[src/design/double_prefix_hash_substring_query_defines.svh]
// Assertion macros used by the double prefix hash top level.
`ifndef DOUBLE_PREFIX_HASH_SUBSTRING_QUERY_DEFINES_SVH
`define DOUBLE_PREFIX_HASH_SUBSTRING_QUERY_DEFINES_SVH

// Same-cycle implication, sampled on clk, off while rst_n is low.
`define DPHS_ASSERT_IMP(lbl, ante, cons, msg) \
    lbl: assert property (@(posedge clk) disable iff (!rst_n) (ante) |-> (cons)) \
        else $error(msg);

// Next-cycle implication, sampled on clk, off while rst_n is low.
`define DPHS_ASSERT_NXT(lbl, ante, cons, msg) \
    lbl: assert property (@(posedge clk) disable iff (!rst_n) (ante) |=> (cons)) \
        else $error(msg);

`endif

[src/design/dphs_pkg.sv]
// Shared widths, moduli, codes and types of the double prefix hash block.
package dphs_pkg;

    localparam int HASH_W    = 30;
    localparam int CH_W      = 7;
    localparam int IDX_W     = 12;
    localparam int CFG_IDX_W = 1;

    localparam int unsigned DPHS_MAX_LEN = 4096;

    localparam logic [HASH_W-1:0] MOD_A       = 30'd1000000009;
    localparam logic [HASH_W-1:0] MOD_B       = 30'd1000000007;
    localparam logic [HASH_W-1:0] BASE_A_RST  = 30'd31;
    localparam logic [HASH_W-1:0] BASE_B_RST  = 30'd1337;
    localparam logic [HASH_W-1:0] LETTER_OFS  = 30'd96;
    localparam logic [HASH_W-1:0] HASH_ONE    = 30'd1;

    localparam logic OP_APPEND = 1'b0;
    localparam logic OP_QUERY  = 1'b1;

    localparam logic [CFG_IDX_W-1:0] REG_BASE_A = 1'b0;
    localparam logic [CFG_IDX_W-1:0] REG_BASE_B = 1'b1;

    typedef enum logic [6:0] {
        S_IDLE   = 7'b0000001,
        S_READ_E = 7'b0000010,
        S_READ_S = 7'b0000100,
        S_LOAD   = 7'b0001000,
        S_MUL    = 7'b0010000,
        S_WRITE  = 7'b0100000,
        S_OUT    = 7'b1000000
    } state_t;

endpackage

[src/design/dphs_mulmod.sv]
// Bit-serial modular multiplier: one multiplier bit per cycle, MSB first.
module dphs_mulmod
    import dphs_pkg::*;
#(
    parameter logic [HASH_W-1:0] MODULUS = MOD_A
)
(
    input  logic              clk,
    input  logic              rst_n,
    input  logic              go,
    input  logic [HASH_W-1:0] x,
    input  logic [HASH_W-1:0] y,
    output logic [HASH_W-1:0] product,
    output logic              done
);

    localparam int CNT_W = $clog2(HASH_W + 1);

    logic [HASH_W-1:0] acc_reg;
    logic [HASH_W-1:0] acc_next;
    logic [HASH_W-1:0] x_reg;
    logic [HASH_W-1:0] y_reg;
    logic [CNT_W-1:0]  cnt_reg;
    logic              run_reg;
    logic              done_reg;
    logic [HASH_W:0]   dbl;
    logic [HASH_W:0]   sum;
    logic [HASH_W-1:0] dbl_red;

    // Horner step: acc = 2*acc + bit*x, each add folded back below the modulus
    assign dbl     = {acc_reg, 1'b0};
    assign dbl_red = (dbl >= {1'b0, MODULUS}) ? HASH_W'(dbl - {1'b0, MODULUS})
                                              : dbl[HASH_W-1:0];
    assign sum      = {1'b0, dbl_red} + (y_reg[HASH_W-1] ? {1'b0, x_reg} : '0);
    assign acc_next = (sum >= {1'b0, MODULUS}) ? HASH_W'(sum - {1'b0, MODULUS})
                                               : sum[HASH_W-1:0];

    always_ff @(posedge clk or negedge rst_n)
    begin
        if (!rst_n)
        begin
            run_reg  <= 1'b0;
            done_reg <= 1'b0;
            cnt_reg  <= '0;
        end
        else if (go)
        begin
            run_reg  <= 1'b1;
            done_reg <= 1'b0;
            cnt_reg  <= CNT_W'(HASH_W);
        end
        else if (run_reg)
        begin
            cnt_reg  <= cnt_reg - CNT_W'(1);
            run_reg  <= (cnt_reg != CNT_W'(1));
            done_reg <= (cnt_reg == CNT_W'(1));
        end
        else
        begin
            done_reg <= 1'b0;
        end
    end

    always_ff @(posedge clk)
    begin
        if (go)
        begin
            acc_reg <= '0;
            x_reg   <= x;
            y_reg   <= y;
        end
        else if (run_reg)
        begin
            acc_reg <= acc_next;
            y_reg   <= {y_reg[HASH_W-2:0], 1'b0};
        end
    end

    assign product = acc_reg;
    assign done    = done_reg;

endmodule
[config.mk]
export PLATFORM = sky130hd
export DESIGN_NAME = dphs_mulmod
export DESIGN_NICKNAME = d
export VERILOG_FILES = /design/src/design/double_prefix_hash_substring_query_defines.svh /design/src/design/dphs_pkg.sv /design/src/design/dphs_mulmod.sv
export SDC_FILE = /design/constraint.sdc
export NUM_CORES = 1
export LEC_CHECK = 0
export BUFFER_PORTS_ARGS = -buffer_cell sky130_fd_sc_hd__buf_2
export CORE_MARGIN = 8
export CORE_UTILIZATION = 53
export DETAILED_ROUTE_END_ITERATION = 12
export GPL_ROUTABILITY_DRIVEN = 1
export PLACE_DENSITY = 0.77
export SLEW_MARGIN = 15
export SYNTH_ARGS = -nofsm -noshare
export SYNTH_HDL_FRONTEND = slang
export SYNTH_SLANG_ARGS = --single-unit
[constraint.sdc]
create_clock -name clk -period 6.31 [get_ports clk]
set_input_delay 1.262 -clock clk [delete_from_list [all_inputs] [get_ports clk]]
set_output_delay 1.262 -clock clk [all_outputs]
set_load 0.05 [all_outputs]
==> results.cfg, run 1 <==
[yosys]
synth_cell_types = 78
synth_area_sq_um = 7000
async_flop_share_pct = 7.22
synth.ff_latch_count = 97
synth_edf_count = 60
syn-num-nets = 852
synth_top_area_share_pct = 25.7
synth_area_leaders = edfxtp_1 (26%), dfxtp_1 (8.6%), ha_1 (6.3%), xnor2_1 (4.9%), mux2_2 (4.7%)
synthCells = 753
synth_area_per_cell_sq_um = 9.30
dominantRegCellSynth = edfxtp_1
yosys.area.top_type = edfxtp_1
seq_area_frac_synth_pct = 36.8
yosys_warnings = 0

[finish]
mostFrequentLayoutCells = buf_2 (93), nand2_1 (61), edfxtp_1 (60), buf_4 (59), nor2_1 (44)
n_fill_cell = 1018
areaGrowthSynthToFinish_pct = 23.2
fin_nets = 987
regArea_sq_um = 2580
multi_input_area_sq_um = 4440
final_area_sq_um = 8630
antenna_cells = 0
drive_above_1_share_pct = 29.3
final_util_pct = 65.9
layout_commonest_cell = buf_2

[route]
wl_per_cell_um = 18.3
drc = 0
vias = 6321
drt_pass1_iterations = 5
ant_nets = 0
drt_iter0_drc = 514
via_per_inst = 5.91
drt_wl_total_um = 19600

[worst_setup_path]
critPathTopFamily = simple AND/OR/NAND/NOR gates
rr_startpoint = product[3]
cp-startpoint = product[3]
crit_buf_inv = 5
cp-start-kind = register
worst_r2r_path_depth = 30
cp_slowest_stage_delay_ps = 550
required_ps = 6600
worstSetupEndpointType = register
slowest_stage = or4_1
rr_endpoint = product[20]
worst_ep_arrival_time_ps = 6460
rrSetupSlack_ps = 140
cp_max_fo = 7
path_class = register to register

[floorplanning]
die-area_sq_um = 17100
start_util_pct = 53.5
core-area_sq_um = 13100
fp.dieW_um = 131
die_h_um = 131
placementRows = 42
io_pins = 94

[timing]
finalSetupViolations = 0
final.min_clock_period_ps = 6170
finalWorstSetupSlack_ps = 137
max_freq_ghz = 0.162
skew_ps = 10.0
report.final.hold_viol_count = 0
slew_headroom_pct = 37.8
tightestPinTransition_ps = 933
whs_ps = 514
finalCritPeriodShare_pct = 97.8
slew_viol_final = 0

[cts]
cts_buffer_depth = 2
clkSlewWorstSetupHoldPaths_ps = 70
hold_buffers = 0
clkLatencyLatePin_ps = 360
cts_tree = yes
htreeDepth = 3
clockRootBuffer = clkbuf_16
numClockSinks = 97
numCtsBuffers = 9

[placement]
dp_hpwl_um = 14200
portBuffers = 93
pre_cts_slack_ps = -19.5
dpl_cell_area_sq_um = 7980
place_congestion = 0.935

[grt]
track_usage_pct = 22.5
grt_pass1_wl_um = 30200
antenna_found_initial = 0
grt_max_degree = 43
grt_pass1_vias = 6075
grt_overflow = 0

[pwr]
comb_power_share_pct = 69.4
swShare_pct = 48.3
vdd_drop_max_mv = 0.300
seqPwrFrac_pct = 18.8
powerDensity_nw_per_um2 = 563
clkPwrFrac_pct = 11.7
p_sw_mw = 2.34
p_int_mw = 2.51
power.total_mw = 4.86
leakage_nw = 3.62

[worst_hold_path]
holdCritPathClass = register to register
hold_depth = 2
hold_end = product[27]
min-delay-start = product[27]

[outcome]
status = complete, no violations

[run]
drv_cap = 0
cells in the mapped netlist, drive strengths merged, types with 7 or more instances:
cell type / n
edfxtp: 60
clkbuf: 22
or3: 9
ha: 35
o211ai: 12
dfxtp: 30
nor2b: 9
nor2: 46
dfrtp: 7
nor3: 19
o21a: 12
nand2b: 9
nand2: 61
and3: 7
and4: 7
buf: 12
mux2: 30
o21ai: 57
xnor2: 40
nand3: 19
and2: 40
a21o: 16
xor2: 37
a21oi: 49
inv: 21
worst min-delay path, cell delays in order, from the launching register on:
cell and delay (ps):
dfxtp_1 340, nand2_1 60, o21ai_0 60
cell type report:
class / count / share of cell area (%)
Multi-Input combinational cell: 601 / 51.4
Timing Repair Buffer: 158 / 11.7
Sequential cell: 97 / 29.9
Inverter: 21 / 0.972
Clock inverter: 7 / 0.870
Tap cell: 176 / 2.55
Clock buffer: 9 / 2.61
through the flow:
| stage | cells | setup TNS [ps] |
|---|---|---|
| after floorplan | 753 | 0 |
| after global placement | 1044 | 0 |
| after detailed placement | 1044 | -19.5 |
| after CTS | 1060 | 0 |
| after global routing | 1069 | -507 |
| final | 1069 | 0 |
power groups by stage:
| stage | Combinational, mW | Clock, mW | Sequential (mW) |
|---|---|---|---|
| global placement | 3.02 | 0 | 0.918 |
| finish | 3.37 | 0.569 | 0.915 |
| detailed placement | 3.05 | 0 | 0.919 |
| floorplan | 1.94 | 0 | 1.13 |
| global route | 3.65 | 0.601 | 0.927 |
| CTS | 3.09 | 0.577 | 0.907 |
metal layers:
| layer | part of all wire, % | wire, um | track usage (%) | up-vias |
|---|---|---|---|---|
| met1 | 42 | 8270 | 28.6 | 2972 |
| met2 | 46 | 8930 | 35.3 | 277 |
| met3 | 9.3 | 1830 | 7.47 | 49 |
| met4 | 2.8 | 543 | 7.63 | 0 |
| li1 | - | - | - | 3023 |
| met5 | 0 | 0 | 0 | - |
kinds of logic after synthesis:
| logic type | synth area share [%] |
|---|---|
| fa+ha+maj | 6.54 |
| flops | 36.8 |
| buf+inv | 3.22 |
| compound gates | 19.7 |
| simple gates | 18.7 |
| mux | 5.25 |
| xor+xnor | 9.84 |
how the worst max path moves through the flow:
stage	to	slack (ps)	cells after the start
after floorplan	product[11]	120	30
after global placement	product[20]	220	26
after detailed placement	product[20]	-20	26
after CTS	product[20]	1	27
after global routing	product[28]	-60	30
final	product[20]	140	30
timing repair:
| item | in CTS | in global routing |
|---|---|---|
| pin swaps | 0 | 25 |
| gates cloned | 0 | 1 |
| setup endpoints to repair | 1 | 29 |
| setup buffers | 0 | 8 |
| gates resized for setup | 3 | 54 |
No activity file was read; power rests on OpenSTA's default activity.
==> run 2: changes to the inputs <==
--- a/config.mk
+++ b/config.mk
@@ -5,13 +5,13 @@
 export SDC_FILE = /design/constraint.sdc
 export NUM_CORES = 1
 export LEC_CHECK = 0
-export BUFFER_PORTS_ARGS = -buffer_cell sky130_fd_sc_hd__buf_2
 export CORE_MARGIN = 8
-export CORE_UTILIZATION = 53
+export CORE_UTILIZATION = 59
 export DETAILED_ROUTE_END_ITERATION = 12
+export DONT_BUFFER_PORTS = 1
 export GPL_ROUTABILITY_DRIVEN = 1
-export PLACE_DENSITY = 0.77
-export SLEW_MARGIN = 15
+export PLACE_DENSITY = 0.78
+export SLEW_MARGIN = 20
 export SYNTH_ARGS = -nofsm -noshare
 export SYNTH_HDL_FRONTEND = slang
 export SYNTH_SLANG_ARGS = --single-unit
==> results.cfg, run 2 (synthesis gave the netlist of run 1 again) <==
[grt]
antenna_found_initial = 0
grt_max_degree = 78
track_usage_pct = 24.0
grt_overflow = 0
grt_pass1_wl_um = 30300
grt_pass1_vias = 5824

[floorplanning]
placementRows = 39
io_pins = 94
start_util_pct = 60.8
core-area_sq_um = 11500
die_h_um = 125
fp.dieW_um = 125
die-area_sq_um = 15600

[worst_setup_path]
cp_max_fo = 8
path_class = register to register
cp-start-kind = register
slowest_stage = or4_4
worst_ep_arrival_time_ps = 6420
worstSetupEndpointType = register
rrSetupSlack_ps = 90
cp_slowest_stage_delay_ps = 540
rr_startpoint = product[3]
cp_common_cell = o21ai_0
rr_endpoint = product[6]
required_ps = 6510
worst_r2r_path_depth = 29

[timing]
final.min_clock_period_ps = 6220
finalWorstSetupSlack_ps = 90.0
slew_headroom_pct = 36.1
skew_ps = 13.7
slew_viol_final = 0
whs_ps = 555
report.final.hold_viol_count = 0
finalSetupViolations = 0
tns_ps = 0
max_freq_ghz = 0.161
finalCritPeriodShare_pct = 98.6
tightestPinTransition_ps = 958

[placement]
pre_cts_slack_ps = -87.9
dp_hpwl_um = 14500
dpl_cell_area_sq_um = 7550
portBuffers = 0
place_congestion = 0.928

[finish]
n_fill_cell = 850
layout_commonest_cell = buf_4
mostFrequentLayoutCells = buf_4 (79), nand2_1 (61), edfxtp_1 (60), nor2_1 (42), a21oi_1 (40)
antenna_cells = 0
final_area_sq_um = 8250
drive_above_1_share_pct = 23.8
areaGrowthSynthToFinish_pct = 17.8
fin_nets = 914
final_util_pct = 71.6

[route]
drt_iter0_drc = 651
drt_pass1_iterations = 6
ant_nets = 0
vias = 6092
wl_per_cell_um = 20.5
via_per_inst = 6.33
drt_wl_total_um = 19700
drc = 0

[run]
drv_cap = 0

[cts]
hold_buffers = 0
cts_tree = yes
cts_buffer_depth = 2
clkSlewWorstSetupHoldPaths_ps = 70
clkLatencyLatePin_ps = 360
numCtsBuffers = 9
numClockSinks = 97
clockRootBuffer = clkbuf_16
htreeDepth = 3

[worst_hold_path]
hold_depth = 1
min-delay-start = y_reg[6]
holdCritPathClass = register to register
hold_end = y_reg[7]

[outcome]
status = complete, no violations

[pwr]
powerDensity_nw_per_um2 = 595
vdd_drop_max_mv = 0.315
leakage_nw = 3.32
==> run 2: cell types whose count changed in the layout (fill, tap and decap cells not counted), moves of 3 or more <==
cell	delta
buf_4	+20
ha_2	-3
nor2_2	+3
buf_2	-92
o21ai_1	-3
==> run 2: how the worst max path moves through the flow <==
stage                          start           to  slack [ps]  cells after the start
final                     product[3]   product[6]          90                     29
after global routing      product[0]  product[12]        -120                     30
after CTS                 product[3]   product[5]          70                     28
after detailed placement  product[3]   product[5]         -90                     27
after global placement    product[3]   product[5]          10                     27
after floorplan           product[0]  product[11]         120                     30
==> run 2: what timing repair did <==
item,in CTS,in global routing
endpoints found under the setup margin,24,30
cloned,0,2
buffers inserted,3,11
resized for setup,7,54
pin swaps,2,35
==> run 2: per-layer routing <==
metal  vias to the layer above  GRT usage (%)  share of wire [%]
met5                         -              0                  0
met4                         0           7.02                2.3
met3                        41           8.75                9.4
met2                       264           39.5                 47
met1                      2917           29.0                 41
li1                       2870              -                  -
==> run 2: report_power, final <==
group / total (mW) / switching [mW] / internal [mW]
Sequential: 0.918 / 0.125 / 0.793
Clock: 0.561 / 0.250 / 0.312
Combinational: 3.43 / 2.01 / 1.41
==> run 2: per-stage QoR <==
step                power [mW]  instances
finish                    4.90        963
global route              5.19        963
CTS                       4.59        950
detailed placement        3.96        931
global placement          3.89        931
floorplan                 3.07        753
==> run 2: final cells by class <==
cell class                      instances  area (sq um)  share of cell area (%)
Clock buffer                           11           233                    2.82
Clock inverter                          5          61.3                   0.743
Inverter                               21          83.8                    1.02
Multi-Input combinational cell        602          4470                    54.2
Sequential cell                        97          2580                    31.2
Tap cell                              143           179                    2.17
Timing Repair Buffer                   84           647                    7.84
==> run 2: critical path, delay by kind of cell (launching register included) <==
family                     cells  cell delay (ps)
AOI/OAI and AO/OA             12             2600
and+or+nand+nor                9             1500
buffers and inverters          4              710
xor gates and xnor gates       3              520
adders and majority gates      1              400
DFF                            1              320
